===== config.mk =====
export PLATFORM = sky130hd
export DESIGN_NAME = line_direction_grouper_unit
export DESIGN_NICKNAME = d
export VERILOG_FILES = /design/src/rtl/core/ldg_pkg.sv /design/src/rtl/core/line_direction_grouper_unit.sv /design/src/rtl/core/ldg_ctrl.sv /design/src/rtl/core/ldg_datapath.sv
export SDC_FILE = /design/constraint.sdc
export NUM_CORES = 2
export LEC_CHECK = 0
export ABC_AREA = 1
export BUFFER_PORTS_ARGS = -buffer_cell sky130_fd_sc_hd__buf_4
export CAP_MARGIN = 40
export CORE_UTILIZATION = 46
export DETAILED_ROUTE_END_ITERATION = 12
export GPL_TIMING_DRIVEN = 0
export SYNTH_ARGS = -nofsm -noshare
export SYNTH_HDL_FRONTEND = slang
export SYNTH_SLANG_ARGS = --single-unit

===== constraint.sdc =====
create_clock -name clk -period 10.8 [get_ports clk]
set_input_delay 2.16 -clock clk [delete_from_list [all_inputs] [get_ports clk]]
set_output_delay 2.16 -clock clk [all_outputs]
set_load 0.05 [all_outputs]

===== src/rtl/core/ldg_pkg.sv =====
// Shared types and constants of the line direction grouper.
package ldg_pkg;

  localparam int unsigned NUM_GROUPS = 4;
  localparam int unsigned GOOD_BIT   = 4;
  localparam int unsigned SUM_W      = 20;

  localparam logic [15:0] GOOD_LIMIT_RST = 16'd10;

  localparam logic [1:0] KIND_GOOD  = 2'd0;
  localparam logic [1:0] KIND_OTHER = 2'd1;
  localparam logic [1:0] KIND_MARK  = 2'd2;

  typedef struct packed {
    logic load;
    logic update;
    logic pick;
    logic scan_rst;
    logic scan1;
    logic scan2;
    logic mark;
  } ldg_cmd_t;

  typedef struct packed {
    logic last;
    logic scan_done;
  } ldg_stat_t;

endpackage


===== src/rtl/core/line_direction_grouper_unit.sv =====
// Top level of the line direction grouper: controller plus datapath.
// A line is accepted when start is high and busy is low. Each line holds busy
// in the CALC state after acceptance while its squared normal terms are compared
// and the group sums and line table are updated, so a new line is accepted only
// after that update. The line marked last additionally drives the output walk:
// PICK chooses the dominant group, then two serial passes over the line table
// run at one entry per cycle, each ending in a closing step, then the end marker
// is issued, so busy stays high until the end marker has gone out. Results
// appear in the cycle after the table entry is read, each for one cycle under
// out_valid; the receiver cannot stall, so every strobe must be taken.
// The config register may be written only while busy is low.
module line_direction_grouper_unit
  import ldg_pkg::*;
#(
  parameter int unsigned MAX_LINES = 16
)
(
  input  logic               clk,
  input  logic               rst_n,
  input  logic               start,
  output logic               busy,
  input  logic signed [15:0] in_dir_a,
  input  logic signed [15:0] in_dir_b,
  input  logic [15:0]        in_line_score,
  input  logic [15:0]        in_fit_deviation,
  input  logic [15:0]        in_fit_mean,
  input  logic               in_is_last,
  input  logic               cfg_wr_en,
  input  logic [15:0]        cfg_wr_data,
  output logic               out_valid,
  output logic [1:0]         out_dominant_dir,
  output logic [1:0]         out_set_kind,
  output logic [3:0]         out_line_index,
  output logic               out_overflowed,
  output logic               out_run_end
);

  ldg_cmd_t  cmd;
  ldg_stat_t stat;

  ldg_ctrl u_ctrl (
    .clk   (clk),
    .rst_n (rst_n),
    .start (start),
    .stat  (stat),
    .cmd   (cmd),
    .busy  (busy)
  );

  ldg_datapath #(
    .MAX_LINES (MAX_LINES)
  ) u_datapath (
    .clk              (clk),
    .rst_n            (rst_n),
    .cmd              (cmd),
    .stat             (stat),
    .cfg_wr_en        (cfg_wr_en),
    .cfg_wr_data      (cfg_wr_data),
    .in_dir_a         (in_dir_a),
    .in_dir_b         (in_dir_b),
    .in_line_score    (in_line_score),
    .in_fit_deviation (in_fit_deviation),
    .in_fit_mean      (in_fit_mean),
    .in_is_last       (in_is_last),
    .out_valid        (out_valid),
    .out_dominant_dir (out_dominant_dir),
    .out_set_kind     (out_set_kind),
    .out_line_index   (out_line_index),
    .out_overflowed   (out_overflowed),
    .out_run_end      (out_run_end)
  );

endmodule


===== src/rtl/core/ldg_ctrl.sv =====
// Control state machine of the line direction grouper.
module ldg_ctrl
  import ldg_pkg::*;
(
  input  logic      clk,
  input  logic      rst_n,
  input  logic      start,
  input  ldg_stat_t stat,
  output ldg_cmd_t  cmd,
  output logic      busy
);

  localparam logic [2:0] ST_IDLE  = 3'd0;
  localparam logic [2:0] ST_CALC  = 3'd1;
  localparam logic [2:0] ST_PICK  = 3'd2;
  localparam logic [2:0] ST_SCAN1 = 3'd3;
  localparam logic [2:0] ST_SCAN2 = 3'd4;
  localparam logic [2:0] ST_MARK  = 3'd5;

  logic [2:0] state_r, state_nxt;

  always_ff @(posedge clk) begin
    if (!rst_n) begin
      state_r <= ST_IDLE;
    end else begin
      state_r <= state_nxt;
    end
  end

  always_comb begin
    state_nxt = state_r;
    cmd       = '0;
    case (state_r)
      ST_IDLE: begin
        if (start) begin
          cmd.load  = 1'b1;
          state_nxt = ST_CALC;
        end
      end
      ST_CALC: begin
        cmd.update = 1'b1;
        state_nxt  = stat.last ? ST_PICK : ST_IDLE;
      end
      ST_PICK: begin
        cmd.pick  = 1'b1;
        state_nxt = ST_SCAN1;
      end
      ST_SCAN1: begin
        if (stat.scan_done) begin
          cmd.scan_rst = 1'b1;
          state_nxt    = ST_SCAN2;
        end else begin
          cmd.scan1 = 1'b1;
        end
      end
      ST_SCAN2: begin
        if (stat.scan_done) begin
          state_nxt = ST_MARK;
        end else begin
          cmd.scan2 = 1'b1;
        end
      end
      ST_MARK: begin
        cmd.mark  = 1'b1;
        state_nxt = ST_IDLE;
      end
      default: begin
        state_nxt = ST_IDLE;
      end
    endcase
  end

  assign busy = (state_r != ST_IDLE);

  a_mark_to_idle: assert property (@(posedge clk) disable iff (!rst_n)
    (state_r == ST_MARK) |=> (state_r == ST_IDLE))
    else $error("controller did not return to idle after the end marker");

  a_calc_after_load: assert property (@(posedge clk) disable iff (!rst_n)
    cmd.load |=> (state_r == ST_CALC))
    else $error("accepted transaction was not processed");

  a_scan2_after_scan1: assert property (@(posedge clk) disable iff (!rst_n)
    cmd.scan_rst |=> (state_r == ST_SCAN2))
    else $error("second pass did not follow the first");

endmodule


===== src/rtl/core/ldg_datapath.sv =====
// Datapath: direction tests, group accumulators, line table and result register.
module ldg_datapath
  import ldg_pkg::*;
#(
  parameter int unsigned MAX_LINES = 16
)
(
  input  logic               clk,
  input  logic               rst_n,
  input  ldg_cmd_t           cmd,
  output ldg_stat_t          stat,
  input  logic               cfg_wr_en,
  input  logic [15:0]        cfg_wr_data,
  input  logic signed [15:0] in_dir_a,
  input  logic signed [15:0] in_dir_b,
  input  logic [15:0]        in_line_score,
  input  logic [15:0]        in_fit_deviation,
  input  logic [15:0]        in_fit_mean,
  input  logic               in_is_last,
  output logic               out_valid,
  output logic [1:0]         out_dominant_dir,
  output logic [1:0]         out_set_kind,
  output logic [3:0]         out_line_index,
  output logic               out_overflowed,
  output logic               out_run_end
);

  localparam int unsigned LC_W  = $clog2(MAX_LINES + 1);
  localparam int unsigned IDX_W = $clog2(MAX_LINES);
  localparam logic [LC_W-1:0] LC_MAX = LC_W'(MAX_LINES);

  logic [15:0] good_limit_r;

  // squares registered in the load cycle
  logic signed [16:0] sum_ab, dif_ba;
  logic signed [33:0] sq_aa, sq_bb, sq_ss, sq_dd;
  logic [32:0]        aa_r, bb_r, ss_r, dd_r;
  logic [15:0]        score_r;
  logic               good_r, last_r;

  logic [SUM_W-1:0]   sum_r   [NUM_GROUPS];
  logic [LC_W-1:0]    gcnt_r  [NUM_GROUPS];
  logic [GOOD_BIT:0]  member_r[MAX_LINES];
  logic [LC_W-1:0]    line_count_r;
  logic               overflow_r;

  logic [LC_W-1:0]    scan_idx_r;
  logic [1:0]         dom_r, first_r, second_r;

  logic               out_valid_r, out_run_end_r, out_overflowed_r;
  logic [1:0]         out_dir_r, out_kind_r;
  logic [3:0]         out_index_r;

  logic [34:0]        n2, t3aa, t3bb, t2ss, t2dd;
  logic [NUM_GROUPS-1:0] bits;
  logic [1:0]         dom_c, opp_c;
  logic [GOOD_BIT:0]  scan_m;
  logic [IDX_W+3:0]   scan_idx_x;
  logic               hit1, hit2;
  logic [SUM_W:0]     sum_add [NUM_GROUPS];

  assign sum_ab = 17'(in_dir_a) + 17'(in_dir_b);
  assign dif_ba = 17'(in_dir_b) - 17'(in_dir_a);
  assign sq_aa  = in_dir_a * in_dir_a;
  assign sq_bb  = in_dir_b * in_dir_b;
  assign sq_ss  = sum_ab * sum_ab;
  assign sq_dd  = dif_ba * dif_ba;

  assign n2   = 35'(aa_r) + 35'(bb_r);
  assign t3aa = 35'({aa_r, 1'b0}) + 35'(aa_r);
  assign t3bb = 35'({bb_r, 1'b0}) + 35'(bb_r);
  assign t2ss = 35'({ss_r, 1'b0});
  assign t2dd = 35'({dd_r, 1'b0});

  assign bits[0] = (t3aa < 35'(bb_r));
  assign bits[1] = (t2ss < n2);
  assign bits[2] = (t3bb < 35'(aa_r));
  assign bits[3] = (t2dd < n2);

  always_comb begin
    for (int g = 0; g < NUM_GROUPS; g++) begin
      sum_add[g] = {1'b0, sum_r[g]} + (SUM_W + 1)'(score_r);
    end
  end

  // highest score sum, lowest index on ties
  always_comb begin
    dom_c = 2'd0;
    for (int g = 1; g < NUM_GROUPS; g++) begin
      if (sum_r[dom_c] < sum_r[g]) dom_c = 2'(g);
    end
    opp_c = dom_c + 2'd2;
  end

  assign scan_m     = member_r[scan_idx_r[IDX_W-1:0]];
  assign scan_idx_x = {4'b0, scan_idx_r[IDX_W-1:0]};
  assign hit1       = scan_m[first_r] & scan_m[GOOD_BIT];
  assign hit2       = scan_m[second_r];

  assign stat.last      = last_r;
  assign stat.scan_done = (scan_idx_r == line_count_r);

  always_ff @(posedge clk) begin
    if (!rst_n) begin
      good_limit_r <= GOOD_LIMIT_RST;
    end else if (cfg_wr_en) begin
      good_limit_r <= cfg_wr_data;
    end
  end

  always_ff @(posedge clk) begin
    if (cmd.load) begin
      aa_r    <= sq_aa[32:0];
      bb_r    <= sq_bb[32:0];
      ss_r    <= sq_ss[32:0];
      dd_r    <= sq_dd[32:0];
      score_r <= in_line_score;
      good_r  <= (in_fit_deviation < good_limit_r) && (in_fit_mean < good_limit_r);
      last_r  <= in_is_last;
    end
  end

  // member table holds no reset: only entries below the line count are read
  always_ff @(posedge clk) begin
    if (cmd.update && (line_count_r < LC_MAX)) begin
      member_r[line_count_r[IDX_W-1:0]] <= {good_r, bits};
    end
  end

  always_ff @(posedge clk) begin
    if (!rst_n || cmd.mark) begin
      for (int g = 0; g < NUM_GROUPS; g++) begin
        sum_r[g]  <= '0;
        gcnt_r[g] <= '0;
      end
      line_count_r <= '0;
      overflow_r   <= 1'b0;
    end else if (cmd.update) begin
      if (line_count_r < LC_MAX) begin
        for (int g = 0; g < NUM_GROUPS; g++) begin
          if (bits[g]) begin
            sum_r[g] <= sum_add[g][SUM_W] ? {SUM_W{1'b1}} : sum_add[g][SUM_W-1:0];
            if (good_r) gcnt_r[g] <= gcnt_r[g] + 1'b1;
          end
        end
        line_count_r <= line_count_r + 1'b1;
      end else begin
        overflow_r <= 1'b1;
      end
    end
  end

  always_ff @(posedge clk) begin
    if (!rst_n) begin
      scan_idx_r <= '0;
    end else if (cmd.pick || cmd.scan_rst) begin
      scan_idx_r <= '0;
    end else if (cmd.scan1 || cmd.scan2) begin
      scan_idx_r <= scan_idx_r + 1'b1;
    end
  end

  always_ff @(posedge clk) begin
    if (cmd.pick) begin
      dom_r <= dom_c;
      if (gcnt_r[dom_c] > gcnt_r[opp_c]) begin
        first_r  <= dom_c;
        second_r <= opp_c;
      end else begin
        first_r  <= opp_c;
        second_r <= dom_c;
      end
    end
  end

  always_ff @(posedge clk) begin
    if (!rst_n) begin
      out_valid_r <= 1'b0;
    end else begin
      out_valid_r <= (cmd.scan1 && hit1) || (cmd.scan2 && hit2) || cmd.mark;
    end
  end

  always_ff @(posedge clk) begin
    out_dir_r        <= dom_r;
    out_overflowed_r <= overflow_r;
    out_run_end_r    <= cmd.mark;
    if (cmd.mark) begin
      out_kind_r  <= KIND_MARK;
      out_index_r <= 4'd0;
    end else begin
      out_kind_r  <= cmd.scan2 ? KIND_OTHER : KIND_GOOD;
      out_index_r <= scan_idx_x[3:0];
    end
  end

  assign out_valid        = out_valid_r;
  assign out_dominant_dir = out_dir_r;
  assign out_set_kind     = out_kind_r;
  assign out_line_index   = out_index_r;
  assign out_overflowed   = out_overflowed_r;
  assign out_run_end      = out_run_end_r;

  a_count_bound: assert property (@(posedge clk) disable iff (!rst_n)
    line_count_r <= LC_MAX)
    else $error("line count exceeds capacity");

  a_mark_clears: assert property (@(posedge clk) disable iff (!rst_n)
    cmd.mark |=> (line_count_r == '0) && !overflow_r)
    else $error("run state not cleared after end marker");

  a_scan_in_range: assert property (@(posedge clk) disable iff (!rst_n)
    (cmd.scan1 || cmd.scan2) |-> (scan_idx_r < line_count_r))
    else $error("table scan past the line count");

endmodule


==> metrics <==
Post-synth EDFFs ~330; sequential share of the synthesized area 17.0%; via count 47217; Worst Hold End u_datapath.out_dominant_dir[1]; maxcap violations 0; critical path's slowest cell fa_1; Slew HR 36.1%; Clock Latency Late Sink just over 600 ps; first-pass GRT wire length between 200000 and 300000 um; placed inst area around 0.066 mm^2; full die area 0.139 mm^2; Post-synth ARST share 0%; pre-CTS WS -1460 ps; gpl congestion approximately 0.95; Fmax 0.0948 GHz; grt met3 use 2.40%; # rows 135; crit path kind in2reg; Clock Sinks 372; syn avg cell area just under 9 um^2; nets 9155; die extent in y roughly 370 um; WHS Path Cells 0; die width 372 um; clock root buffer clkbuf_16; IO buf count between 100 and 150; synthesized area 0.0631 mm^2; status finished, final reports clean; top post-synthesis cells by area fa_1 (32%), edfxtp_1 (16%), ha_1 (15%); Routed WL 167000 um; CTS tree done; H-tree levels 2; Final Setup Violations 0; hold crit path type reg2reg; DR vias/cell 5.18; vias in the first global route 49719; CTS Hold Bufs 0; synth cell count leaders inv_1 (1802), fa_1 (1014), nand2_1 (966), ha_1 (741), a21oi_1 (479); post-route design area 0.0683 mm^2; final hold violations 0; RSZ-0062 raised after global routing true; final setup margin 249 ps; CP required between 10000 and 15000 ps; R2R setup slack 2510 ps; cts bufs inserted 43; DRT Pass-1 Iters 6; Yosys top cell area share 32.2%; core area about 0.14 mm^2; GRT busiest layer met2; ANT nets after route 0; top-count cell post-synth inv_1; Area Growth Syn to Fin 8.23%; Post-synth top flop edfxtp_1; Slew Viols, Final 0; hold slack 354 ps; R2R Path End u_datapath.first_r[1]; ANT cells 0; maximum clock insertion buffer count 3; flops & latches, synth 372; DR WL/cell 18.3 um; largest net degree at the start of global routing 31; Remaining Overflow, GRT 0; Starting Density 46.4%; total track usage 25.0%; GR Layer Usage met1 34.1%; num ports 113; Worst Path Arrival 10860 ps; Post-DP HPWL 142000 um; DRC Markers 0; hold path start u_datapath.dom_r[1]; Final Critical Period 10550 ps; cells after synthesis 7106; Max FO, Critical Path 10; Synth warnings 0; worst r2r path cells 38; initial antenna violation count 0; FILL cells around 13000; worst r2r src u_datapath.sum_r[0][17]; Worst setup EP type flip-flop; worst slew pin tran 951 ps; Final period util 97.7%; startpoint type of the worst setup path primary input; clock-pin slew on the worst setup and hold paths 60 ps; initial drt markers 3375; area leader, netlist fa_1; Netlist cell types 67; Worst Skew ~45 ps; met2 usage between 40% and 50%; ratio of cells with drive above 1 in the final layout 5.57%; Post-Route Setup TNS 0 ps; Crit path largest cell delay 540 ps
==> worst max-delay path: cells and delay by family <==
family | cells | cell delay [ps]
XOR/XNOR | 2 | 780
adder cells (fa/ha/maj) | 8 | 3620
AND/OR/NAND/NOR | 5 | 550
AO/OA/AOI/OAI | 13 | 2130
buffers and inverters | 11 | 1570
==> timing repair <==
action / CTS / global route
pin swaps: 0 / 1
resized for setup: 12 / 55
setup endpoints to repair: 20 / 18
buffers inserted: 0 / 24
==> flip-flops by register name, summed over array words and instances, names as in the netlist, 2 cells and up, named ones only <==
register                     cells
u_datapath.out_dominant_dir      2
u_ctrl.state_r                   3
u_datapath.line_count_r          5
u_datapath.dd_r                 31
u_datapath.score_r              16
u_datapath.member_r             80
u_datapath.second_r              2
u_datapath.sum_r                80
u_datapath.scan_idx_r            5
u_datapath.ss_r                 32
u_datapath.gcnt_r               20
u_datapath.bb_r                 31
u_datapath.out_line_index        4
u_datapath.aa_r                 31
u_datapath.good_limit_r         16
u_datapath.out_set_kind          2
==> worst max-delay path by stage <==
stage,from,to
2_1_floorplan,in_dir_a[7],u_datapath.dd_r[31]
3_3_place_gp,in_dir_a[7],u_datapath.ss_r[29]
3_5_place_dp,in_dir_a[7],u_datapath.ss_r[29]
4_1_cts,in_dir_a[1],u_datapath.ss_r[27]
5_1_grt,in_dir_a[2],u_datapath.ss_r[29]
6_report,in_dir_a[2],u_datapath.ss_r[29]
==> metrics by stage <==
stage	util, %	cells
6_report	50.3	9110
5_1_grt	50.3	9110
4_1_cts	50.0	9093
3_5_place_dp	48.9	9020
3_3_place_gp	48.7	9000
2_1_floorplan	-	7107
==> cell usage in the layout (no fill, tap or decap), types with 56 or more instances in the layout <==
master,count
xnor2_1,121
nand2_1,963
clkbuf_1,102
nand3_1,140
ha_1,741
xor2_1,162
fa_1,1014
edfxtp_1,327
o21ai_0,219
nor2_1,442
a31oi_1,56
a21oi_1,475
buf_4,141
inv_1,1798
==> layer usage <==
metal  share of wire (%)  routed length [um]
met1                  44               74300
met5                   0                   0
met4                 3.1                5160
met3                 4.9                8270
met2                  48               79400
==> cell type report <==
type                            instances  area (um^2)  area share, %
Clock buffer                           51         1120           1.63
Clock inverter                         24          294          0.431
Buffer                                135          581          0.850
Inverter                             1827         6880           10.1
Multi-Input combinational cell       4764        45100           66.1
Sequential cell                       372        10700           15.7
Timing Repair Buffer                  156         1330           1.94
Tap cell                             1781         2230           3.26
==> cell families after synthesis <==
kind of cell | after synthesis | synth area share [%]
DFF | 372 | 17.0
other | 1 | 0.00594
buffers and inverters | 1971 | 11.8
AOI/OAI and AO/OA | 979 | 8.84
and+or+nand+nor | 1730 | 11.2
adders and majority gates | 1755 | 46.9
xor gates and xnor gates | 298 | 4.22
Power is left out: the tool's default activity adds up to more than one toggle a clock period on the data nets, which glitch-free logic cannot reach.
